File: src/rtl/core/crc8frm_pkg.sv
package crc8frm_pkg;

  localparam logic [7:0] CRC_POLY   = 8'h31;
  localparam logic [7:0] CRC_INIT   = 8'hFF;
  localparam logic [2:0] ALIGN_MASK = 3'h7;
  localparam logic [7:0] TOP_BIT    = 8'h80;

  localparam logic OP_ENCODE = 1'b0;
  localparam logic OP_VERIFY = 1'b1;

  localparam logic [1:0] ST_OK       = 2'd0;
  localparam logic [1:0] ST_ADDR_ERR = 2'd1;
  localparam logic [1:0] ST_CRC_ERR  = 2'd2;
  localparam logic [1:0] ST_NO_OPEN  = 2'd3;

  localparam logic REG_FIRST = 1'b0;
  localparam logic REG_LAST  = 1'b1;

  localparam int PADDR_W = 3;

  typedef struct packed {
    logic [31:0] first_addr;
    logic [31:0] last_addr;
  } region_t;

  typedef struct packed {
    logic        op;
    logic        opens_transfer;
    logic [31:0] start_addr;
    logic [15:0] total_len;
    logic [31:0] data_word;
    logic [63:0] stored_word;
  } in_item_t;

  typedef struct packed {
    logic [31:0] flash_addr;
    logic [63:0] program_word;
    logic [31:0] read_data;
    logic [2:0]  valid_bytes;
    logic [1:0]  status;
    logic        last;
  } out_item_t;

  function automatic logic [7:0] crc8_byte(logic [7:0] crc, logic [7:0] data);
    logic [7:0] c;
    c = crc ^ data;
    for (int b = 0; b < 8; b++) begin
      if ((c & TOP_BIT) != 8'h00) begin
        c = {c[6:0], 1'b0} ^ CRC_POLY;
      end else begin
        c = {c[6:0], 1'b0};
      end
    end
    return c;
  endfunction

  function automatic logic [7:0] crc8_calc(logic [31:0] data, logic [2:0] count);
    logic [7:0] crc;
    crc = CRC_INIT;
    for (int i = 0; i < 4; i++) begin
      if (3'(i) < count) begin
        crc = crc8_byte(crc, data[8*i +: 8]);
      end
    end
    return crc;
  endfunction

  function automatic logic [31:0] byte_mask(logic [2:0] count);
    logic [31:0] m;
    case (count)
      3'd0:    m = 32'h0000_0000;
      3'd1:    m = 32'h0000_00FF;
      3'd2:    m = 32'h0000_FFFF;
      3'd3:    m = 32'h00FF_FFFF;
      default: m = 32'hFFFF_FFFF;
    endcase
    return m;
  endfunction

endpackage

File: src/rtl/core/crc8frm_if.sv
interface crc8frm_in_if;
  logic        valid;
  logic        ready;
  logic        op;
  logic        opens_transfer;
  logic [31:0] start_addr;
  logic [15:0] total_len;
  logic [31:0] data_word;
  logic [63:0] stored_word;

  modport source (output valid, output op, output opens_transfer, output start_addr,
                  output total_len, output data_word, output stored_word, input ready);
  modport sink (input valid, input op, input opens_transfer, input start_addr,
                input total_len, input data_word, input stored_word, output ready);
endinterface

interface crc8frm_out_if;
  logic        valid;
  logic        ready;
  logic [31:0] flash_addr;
  logic [63:0] program_word;
  logic [31:0] read_data;
  logic [2:0]  valid_bytes;
  logic [1:0]  status;
  logic        last;

  modport source (output valid, output flash_addr, output program_word, output read_data,
                  output valid_bytes, output status, output last, input ready);
  modport sink (input valid, input flash_addr, input program_word, input read_data,
                input valid_bytes, input status, input last, output ready);
endinterface

File: src/rtl/core/crc8frm_regs.sv
module crc8frm_regs (
  input  logic                             clk,
  input  logic                             rst_n,
  input  logic                             psel,
  input  logic                             penable,
  input  logic                             pwrite,
  input  logic [crc8frm_pkg::PADDR_W-1:0]  paddr,
  input  logic [31:0]                      pwdata,
  output logic [31:0]                      prdata,
  output logic                             pready,
  output crc8frm_pkg::region_t             region
);
  import crc8frm_pkg::*;

  region_t region_r;
  logic    wr_en;
  logic    idx;

  assign pready = 1'b1;
  assign wr_en  = psel && penable && pwrite;
  assign idx    = paddr[2];
  assign region = region_r;

  always_ff @(posedge clk) begin
    if (!rst_n) begin
      region_r.first_addr <= 32'h0000_0000;
      region_r.last_addr  <= 32'hFFFF_FFFF;
    end else if (wr_en) begin
      unique case (idx)
        REG_FIRST: region_r.first_addr <= pwdata;
        REG_LAST:  region_r.last_addr  <= pwdata;
        default:   region_r.first_addr <= region_r.first_addr;
      endcase
    end
  end

  always_comb begin
    unique case (idx)
      REG_FIRST: prdata = region_r.first_addr;
      REG_LAST:  prdata = region_r.last_addr;
      default:   prdata = 32'h0000_0000;
    endcase
  end

endmodule

File: src/rtl/core/crc8frm_engine.sv
module crc8frm_engine (
  input  logic                 clk,
  input  logic                 rst_n,
  crc8frm_in_if.sink           in_ch,
  crc8frm_out_if.source        out_ch,
  input  crc8frm_pkg::region_t region
);
  import crc8frm_pkg::*;

  logic        s1_v_r;
  in_item_t    s1_r;
  logic        out_v_r;
  out_item_t   res_r;
  out_item_t   res_nxt;

  logic [31:0] nba_r,  nba_nxt;
  logic [15:0] left_r, left_nxt;
  logic        open_r, open_nxt;

  logic        advance;
  logic        fire;

  logic [14:0] blocks;
  logic [32:0] foot_last;
  logic        addr_err;
  logic [15:0] cur_left;
  logic [31:0] cur_addr;
  logic        active;
  logic [2:0]  count;
  logic [31:0] mask;
  logic [31:0] data;
  logic [7:0]  crc;

  assign advance      = !out_v_r || out_ch.ready;
  assign in_ch.ready  = !s1_v_r || advance;
  assign fire         = advance && s1_v_r;

  always_ff @(posedge clk) begin
    if (!rst_n) begin
      s1_v_r <= 1'b0;
    end else if (in_ch.ready) begin
      s1_v_r <= in_ch.valid;
    end
  end

  always_ff @(posedge clk) begin
    if (in_ch.ready && in_ch.valid) begin
      s1_r.op             <= in_ch.op;
      s1_r.opens_transfer <= in_ch.opens_transfer;
      s1_r.start_addr     <= in_ch.start_addr;
      s1_r.total_len      <= in_ch.total_len;
      s1_r.data_word      <= in_ch.data_word;
      s1_r.stored_word    <= in_ch.stored_word;
    end
  end

  // footprint is ceil(len/4) doublewords, checked without wrap
  always_comb begin
    blocks    = 15'(({1'b0, s1_r.total_len} + 17'd3) >> 2);
    foot_last = {1'b0, s1_r.start_addr} + {15'b0, blocks, 3'b000} - 33'd1;
    addr_err  = ((s1_r.start_addr[2:0] & ALIGN_MASK) != 3'd0) ||
                (s1_r.total_len == 16'd0) ||
                (s1_r.start_addr < region.first_addr) ||
                (foot_last > {1'b0, region.last_addr});
  end

  always_comb begin
    cur_left = s1_r.opens_transfer ? s1_r.total_len  : left_r;
    cur_addr = s1_r.opens_transfer ? s1_r.start_addr : nba_r;
    active   = s1_r.opens_transfer ? !addr_err       : open_r;
    count    = (cur_left >= 16'd4) ? 3'd4 : cur_left[2:0];
    mask     = byte_mask(count);
    data     = ((s1_r.op == OP_VERIFY) ? s1_r.stored_word[31:0] : s1_r.data_word) & mask;
    crc      = crc8_calc(data, count);
  end

  always_comb begin
    res_nxt  = '0;
    nba_nxt  = nba_r;
    left_nxt = left_r;
    open_nxt = 1'b0;
    if (!active) begin
      res_nxt.status = s1_r.opens_transfer ? ST_ADDR_ERR : ST_NO_OPEN;
      res_nxt.last   = 1'b1;
    end else begin
      res_nxt.flash_addr  = cur_addr;
      res_nxt.valid_bytes = count;
      if (s1_r.op == OP_VERIFY && crc != s1_r.stored_word[39:32]) begin
        res_nxt.status = ST_CRC_ERR;
        res_nxt.last   = 1'b1;
      end else begin
        if (s1_r.op == OP_VERIFY) begin
          res_nxt.read_data = data;
        end else begin
          res_nxt.program_word = {24'h00_0000, crc, data};
        end
        left_nxt      = cur_left - {13'b0, count};
        nba_nxt       = cur_addr + 32'd8;
        open_nxt      = (left_nxt != 16'd0);
        res_nxt.last  = (left_nxt == 16'd0);
      end
    end
  end

  always_ff @(posedge clk) begin
    if (!rst_n) begin
      nba_r  <= 32'h0000_0000;
      left_r <= 16'h0000;
      open_r <= 1'b0;
    end else if (fire) begin
      nba_r  <= nba_nxt;
      left_r <= left_nxt;
      open_r <= open_nxt;
    end
  end

  always_ff @(posedge clk) begin
    if (!rst_n) begin
      out_v_r <= 1'b0;
    end else if (advance) begin
      out_v_r <= s1_v_r;
    end
  end

  always_ff @(posedge clk) begin
    if (fire) begin
      res_r <= res_nxt;
    end
  end

  assign out_ch.valid        = out_v_r;
  assign out_ch.flash_addr   = res_r.flash_addr;
  assign out_ch.program_word = res_r.program_word;
  assign out_ch.read_data    = res_r.read_data;
  assign out_ch.valid_bytes  = res_r.valid_bytes;
  assign out_ch.status       = res_r.status;
  assign out_ch.last         = res_r.last;

endmodule

File: src/rtl/core/crc8_flash_record_codec.sv
// Pipeline: an accepted block is held in the input register, then in the result register.
// Throughput: one block per cycle; the input register and the result register
// both keep moving while the result side accepts every cycle.
// Reset: synchronous, active low; clears the pipeline valids and the transfer
// state, and loads the region registers with the full address range.
module crc8_flash_record_codec (
  input  logic                             clk,
  input  logic                             rst_n,
  crc8frm_in_if.sink                       in_ch,
  crc8frm_out_if.source                    out_ch,
  input  logic                             psel,
  input  logic                             penable,
  input  logic                             pwrite,
  input  logic [crc8frm_pkg::PADDR_W-1:0]  paddr,
  input  logic [31:0]                      pwdata,
  output logic [31:0]                      prdata,
  output logic                             pready
);
  import crc8frm_pkg::*;

  region_t region;

  crc8frm_regs u_regs (
    .clk     (clk),
    .rst_n   (rst_n),
    .psel    (psel),
    .penable (penable),
    .pwrite  (pwrite),
    .paddr   (paddr),
    .pwdata  (pwdata),
    .prdata  (prdata),
    .pready  (pready),
    .region  (region)
  );

  crc8frm_engine u_engine (
    .clk    (clk),
    .rst_n  (rst_n),
    .in_ch  (in_ch),
    .out_ch (out_ch),
    .region (region)
  );

  a_err_is_last: assert property (@(posedge clk) disable iff (!rst_n)
    out_ch.valid && out_ch.status != ST_OK |-> out_ch.last)
    else $error("error result without last");

  a_err_no_data: assert property (@(posedge clk) disable iff (!rst_n)
    out_ch.valid && out_ch.status != ST_OK |->
      out_ch.program_word == 64'd0 && out_ch.read_data == 32'd0)
    else $error("error result carries data");

  a_reject_empty: assert property (@(posedge clk) disable iff (!rst_n)
    out_ch.valid && (out_ch.status == ST_ADDR_ERR || out_ch.status == ST_NO_OPEN) |->
      out_ch.flash_addr == 32'd0 && out_ch.valid_bytes == 3'd0)
    else $error("rejected block has address or count");

  a_count_range: assert property (@(posedge clk) disable iff (!rst_n)
    out_ch.valid && out_ch.status == ST_OK |->
      out_ch.valid_bytes != 3'd0 && out_ch.valid_bytes <= 3'd4)
    else $error("valid_bytes out of range");

endmodule
File: src/flat_wrapper.sv
// flat-port wrapper written by rule: the top's interface ports become plain ports
module crc8_flash_record_codec_flat import crc8frm_pkg::*;
  (clk, rst_n, psel, penable, pwrite, paddr, pwdata, prdata, pready, in_ch_valid, in_ch_op, in_ch_opens_transfer, in_ch_start_addr, in_ch_total_len, in_ch_data_word, in_ch_stored_word, in_ch_ready, out_ch_valid, out_ch_flash_addr, out_ch_program_word, out_ch_read_data, out_ch_valid_bytes, out_ch_status, out_ch_last, out_ch_ready);
  crc8frm_in_if in_ch_i ();
  crc8frm_out_if out_ch_i ();
  input  logic clk;
  input  logic rst_n;
  input  logic psel;
  input  logic penable;
  input  logic pwrite;
  input  logic [crc8frm_pkg::PADDR_W-1:0] paddr;
  input  logic [31:0] pwdata;
  output logic [31:0] prdata;
  output logic pready;
  input wire logic [$bits(in_ch_i.valid)-1:0] in_ch_valid;
  input wire logic [$bits(in_ch_i.op)-1:0] in_ch_op;
  input wire logic [$bits(in_ch_i.opens_transfer)-1:0] in_ch_opens_transfer;
  input wire logic [$bits(in_ch_i.start_addr)-1:0] in_ch_start_addr;
  input wire logic [$bits(in_ch_i.total_len)-1:0] in_ch_total_len;
  input wire logic [$bits(in_ch_i.data_word)-1:0] in_ch_data_word;
  input wire logic [$bits(in_ch_i.stored_word)-1:0] in_ch_stored_word;
  output wire logic [$bits(in_ch_i.ready)-1:0] in_ch_ready;
  output wire logic [$bits(out_ch_i.valid)-1:0] out_ch_valid;
  output wire logic [$bits(out_ch_i.flash_addr)-1:0] out_ch_flash_addr;
  output wire logic [$bits(out_ch_i.program_word)-1:0] out_ch_program_word;
  output wire logic [$bits(out_ch_i.read_data)-1:0] out_ch_read_data;
  output wire logic [$bits(out_ch_i.valid_bytes)-1:0] out_ch_valid_bytes;
  output wire logic [$bits(out_ch_i.status)-1:0] out_ch_status;
  output wire logic [$bits(out_ch_i.last)-1:0] out_ch_last;
  input wire logic [$bits(out_ch_i.ready)-1:0] out_ch_ready;
  assign in_ch_i.valid = in_ch_valid;
  assign in_ch_i.op = in_ch_op;
  assign in_ch_i.opens_transfer = in_ch_opens_transfer;
  assign in_ch_i.start_addr = in_ch_start_addr;
  assign in_ch_i.total_len = in_ch_total_len;
  assign in_ch_i.data_word = in_ch_data_word;
  assign in_ch_i.stored_word = in_ch_stored_word;
  assign in_ch_ready = in_ch_i.ready;
  assign out_ch_valid = out_ch_i.valid;
  assign out_ch_flash_addr = out_ch_i.flash_addr;
  assign out_ch_program_word = out_ch_i.program_word;
  assign out_ch_read_data = out_ch_i.read_data;
  assign out_ch_valid_bytes = out_ch_i.valid_bytes;
  assign out_ch_status = out_ch_i.status;
  assign out_ch_last = out_ch_i.last;
  assign out_ch_i.ready = out_ch_ready;
  crc8_flash_record_codec u_core (.clk(clk), .rst_n(rst_n), .in_ch(in_ch_i), .out_ch(out_ch_i), .psel(psel), .penable(penable), .pwrite(pwrite), .paddr(paddr), .pwdata(pwdata), .prdata(prdata), .pready(pready));
endmodule
File: config.mk
export PLATFORM = sky130hd
export DESIGN_NAME = crc8_flash_record_codec_flat
export DESIGN_NICKNAME = d
export VERILOG_FILES = /design/src/rtl/core/crc8frm_pkg.sv /design/src/rtl/core/crc8frm_if.sv /design/src/rtl/core/crc8frm_regs.sv /design/src/rtl/core/crc8frm_engine.sv /design/src/rtl/core/crc8_flash_record_codec.sv /design/src/flat_wrapper.sv
export SDC_FILE = /design/constraint.sdc
export NUM_CORES = 1
export LEC_CHECK = 0
export BUFFER_PORTS_ARGS = -buffer_cell sky130_fd_sc_hd__buf_2
export CAP_MARGIN = 10
export CELL_PAD_IN_SITES_DETAIL_PLACEMENT = 1
export CELL_PAD_IN_SITES_GLOBAL_PLACEMENT = 2
export CORE_MARGIN = 3
export CORE_UTILIZATION = 36
export CTS_CLUSTER_SIZE = 16
export DETAILED_ROUTE_END_ITERATION = 8
export GPL_TIMING_DRIVEN = 0
export PLACE_DENSITY_LB_ADDON = 0.08
export REMOVE_ABC_BUFFERS = 1
export SLEW_MARGIN = 20
export SYNTH_ARGS = -nofsm -noshare
export SYNTH_HDL_FRONTEND = slang
export SYNTH_SLANG_ARGS = --single-unit
File: constraint.sdc
create_clock -name clk -period 8.4 [get_ports clk]
set_input_delay 0 -clock clk [delete_from_list [all_inputs] [get_ports clk]]
set_output_delay 0 -clock clk [all_outputs]
set_load 0.02 [all_outputs]
==> key figures <==
Floorplanning
  • Die width: 250 um
  • Placement Rows: 88
  • I/O pin count: 357
  • Die Y: 250 um
  • Core area: 58,200 um^2
  • Initial Util: 36.7%
  • Die ar.: around 62,000 um^2

Clocking
  • Clk_lat worst skew: 0.59 ns
  • CTS H-Tree Depth: 2
  • Clock transition at path regs: approximately 0.06 ns
  • Root Driver: clkbuf_16
  • TritonCTS clock tree: done
  • Clock Sinks: 347
  • Max Root-Sink Buffers: 3
  • TritonCTS buffer count: 43

Setup path
  • FF-to-FF Start: u_core.u_engine.s1_r[144]
  • Largest stage delay on the critical path: 0.62 ns
  • Most frequent cell on the critical path: buf_8
  • Worst Setup EP: u_core.u_engine.nba_r[29]
  • R2r endpoint: u_core.u_engine.nba_r[29]
  • Reg2Reg Depth: 22
  • Critical Path Source: u_core.u_engine.s1_r[144]
  • Cell family with most CP delay: compound AO/OA/AOI/OAI gates
  • Crit path kind: flip-flop to flip-flop
  • R2r setup slk: about 0.34 ns
  • WP depth: 22
  • Max FO, Critical Path: 19
  • Critical Path Sink Type: flip-flop
  • Buf+Inv Stages, Crit Path: 4
  • CP Launch Type: flip-flop
  • CP required: 8.89 ns
  • Slowest cell on crit path: edfxtp_1
  • Worst path arrival time: 8.54 ns
  • Crit-path cells: buf_8, buf_8, or4_4, nor4_4, o211ai_4, nor2_4, o21ai_2, xnor3_2, mux2i_4, xnor3_2, and3_1, o32ai_4, xor2_2, xor2_1, xor2_1, a2111oi_1, o2111a_1, a21oi_4, buf_16, buf_8, or4_1, o221ai_1

Drt
  • Post-Route WL: 76.7 mm
  • Via/cell ratio: 5.38
  • Pre-antenna DRT Iters: 5
  • Via Count: around 19,000
  • Residual DRC count: 0
  • Post-route ant nets: 0
  • Starting DRT DRC Count: 1,113
  • Routed len/inst: 21.9 um

Yosys
  • Synthesized cell area: 21,400 um^2
  • Most frequent cell after synthesis: nand2_1
  • Unique cell type count in the Yosys netlist: 92
  • Register area share after synthesis: 43.3%
  • Largest area contributor in the netlist: edfxtp_1
  • Top FF cell, synth: edfxtp_1
  • Synth top area share: 32.6%
  • Post-synth EDFFs: 232
  • Synth warn: 0
  • Mapped Avg Cell Area: 9.47 um^2
  • Synth cell count leaders: nand2_1 (298), edfxtp_1 (232), nor2_1 (171)
  • Largest cells by area after synthesis: edfxtp_1 (33%), dfxtp_1 (11%), ha_1 (6.6%)
  • Cells after synthesis: 2,258
  • Seq cells post-synth: 347
  • Async S/R FF share, synth: 0%

Timing
  • Worst-margin pin slew: 0.824 ns
  • Setup-failing EPs final: 0
  • Peak Freq: between 100 and 150 MHz
  • Fin Setup TNS: 0 ns
  • Final hold viol count: 0
  • Min Clock Period, post-route: between 8 and 9 ns
  • RSZ-0062 raised after global routing: no
  • Final Max Slew Viols: 0
  • Crit share post-route: 95.9%
  • Final hold slack: 0.0329 ns
  • Fin worst setup slack: around 0.34 ns
  • Final Skew: 0.0263 ns
  • Relative slew slack: 43.5%

Hold path
  • Hold-critical path depth: 5
  • Worst min-delay path category: input pin to flip-flop

Global routing
  • Initial antenna violation count: 2
  • Global-route wire length before repair: about 120 mm
  • Grt ovf: 0
  • Vias in the first global route: 19,612
  • Total GRT Usage: about a quarter
  • Largest net degree at the start of global routing: 66

Pwr
  • Max rail drop VDD: around 0.37 mV
  • Total Power: between 8 and 9 mW
  • Lkg Pwr: 11.2 nW
  • Power per Cell Area: 294 nW/um^2

Cells and area
  • Post-route non-filler standard cell count: 3,506
  • Nets@finish: 3,006
  • Share of layout cells above drive strength 1: approximately 19%
  • Syn-to-layout area delta: 29.0%
  • Post-route cell area: 27,600 um^2
  • Final Core Density: 47.4%

Outcome
  • Status: finished clean

Place
  • Placed cells: approximately 3,200
  • Post-Place Cell Area: 24,100 um^2
  • Setup Slack @ Placement: -2.81 ns
  • GPL Wtd Cong: 0.811
  • Post-DP HPWL: 54.2 mm
  • # port buffers: 305

Run
  • Max Cap Viol: 0
-- area by class of cell --
cell class              count  area, um^2
repair buffers            514        3940
clock buffers              60        1220
multi-input cells        1637       11300
clock inverters            19         209
fillers                  6567       30700
well taps                 765         957
repair inverters            2        27.5
flip-flops and latches    347        9270
inverters                 160         637
diodes                      2        5.00
-- registers in the layout (all words and copies together) (netlist names), 2 cells and up --
name,count
u_core.u_engine.out_ch.valid_bytes,3
u_core.u_engine.out_ch.flash_addr,32
u_core.u_engine.s1_r,122
u_core.u_regs.region,64
u_core.u_engine.nba_r,32
u_core.u_engine.out_ch.read_data,32
u_core.u_engine.out_ch.program_word,40
u_core.u_engine.out_ch.status,2
u_core.u_engine.left_r,16
-- layout by cell type, fill, tap and decap left out, types with 25 or more instances in the layout --
| cell | instances |
|---|---|
| a21o_1 | 30 |
| a21oi_1 | 135 |
| buf_2 | 303 |
| clkbuf_16 | 44 |
| conb_1 | 26 |
| dfxtp_1 | 115 |
| dlygate4sd3_1 | 158 |
| edfxtp_1 | 232 |
| ha_1 | 112 |
| inv_1 | 155 |
| mux2i_1 | 56 |
| nand2_1 | 295 |
| nand3_1 | 72 |
| nand4_1 | 25 |
| nor2_1 | 160 |
| nor3_1 | 38 |
| o211ai_1 | 45 |
| o21ai_0 | 105 |
| xnor2_1 | 81 |
| xor2_1 | 35 |
-- worst reg2reg max path: cells and delay by family, from the launching register on --
kind | cells | cell delay (ns)
AOI/OAI and AO/OA | 7 | 2.11
and+or+nand+nor | 5 | 2.13
xor gates and xnor gates | 5 | 1.90
muxes | 1 | 0.39
buffers and inverters | 4 | 0.83
DFF | 1 | 0.62
-- power breakdown --
group	internal (mW)	switching (mW)	total (mW)
clock	1.14	0.766	1.90
combinational	1.84	2.40	4.24
sequential	1.90	0.0605	1.97
total	4.88	3.22	8.11
-- kinds of logic (layout without fill, tap and decap cells) --
group,Yosys count,in the layout,share of synthesized area (%)
XOR/XNOR,146,146,7.77
flip-flops,347,347,43.3
adder cells (fa/ha/maj),113,113,6.64
AO/OA/AOI/OAI,514,514,16.0
other,2,28,0.0351
multiplexers,77,77,3.77
AND/OR/NAND/NOR,760,761,16.6
buffers and inverters,299,755,5.80
-- layer usage --
layer | vias to the layer above | wire [um] | GRT usage, %
met1 | 9318 | 34900 | 33.1
met3 | 105 | 3910 | 3.77
met2 | 455 | 36200 | 39.4
li1 | 8971 | - | -
met4 | 0 | 1670 | 6.45
met5 | - | 0 | 0
-- worst min-delay path by stage --
stage	from	to	slack, ns
2_1_floorplan	rst_n	u_core.u_regs.region[0]	0.09
3_3_place_gp	in_ch_stored_word[0]	u_core.u_engine.s1_r[0]	0.18
3_5_place_dp	in_ch_total_len[10]	u_core.u_engine.s1_r[106]	0.18
4_1_cts	penable	u_core.u_regs.region[53]	0.0006
5_1_grt	penable	u_core.u_regs.region[54]	0.07
6_report	penable	u_core.u_regs.region[53]	0.03
-- timing repair --
item / in CTS / in global routing
pin swaps: 4 / 9
endpoints found under the hold margin: 206 / 0
endpoints found under the setup margin: 159 / 159
gates cloned: 2 / 1
gates resized for setup: 35 / 39
setup buffers: 12 / 6
hold buffers: 158 / 0
Note: power is estimated with default switching activity, not from simulation.
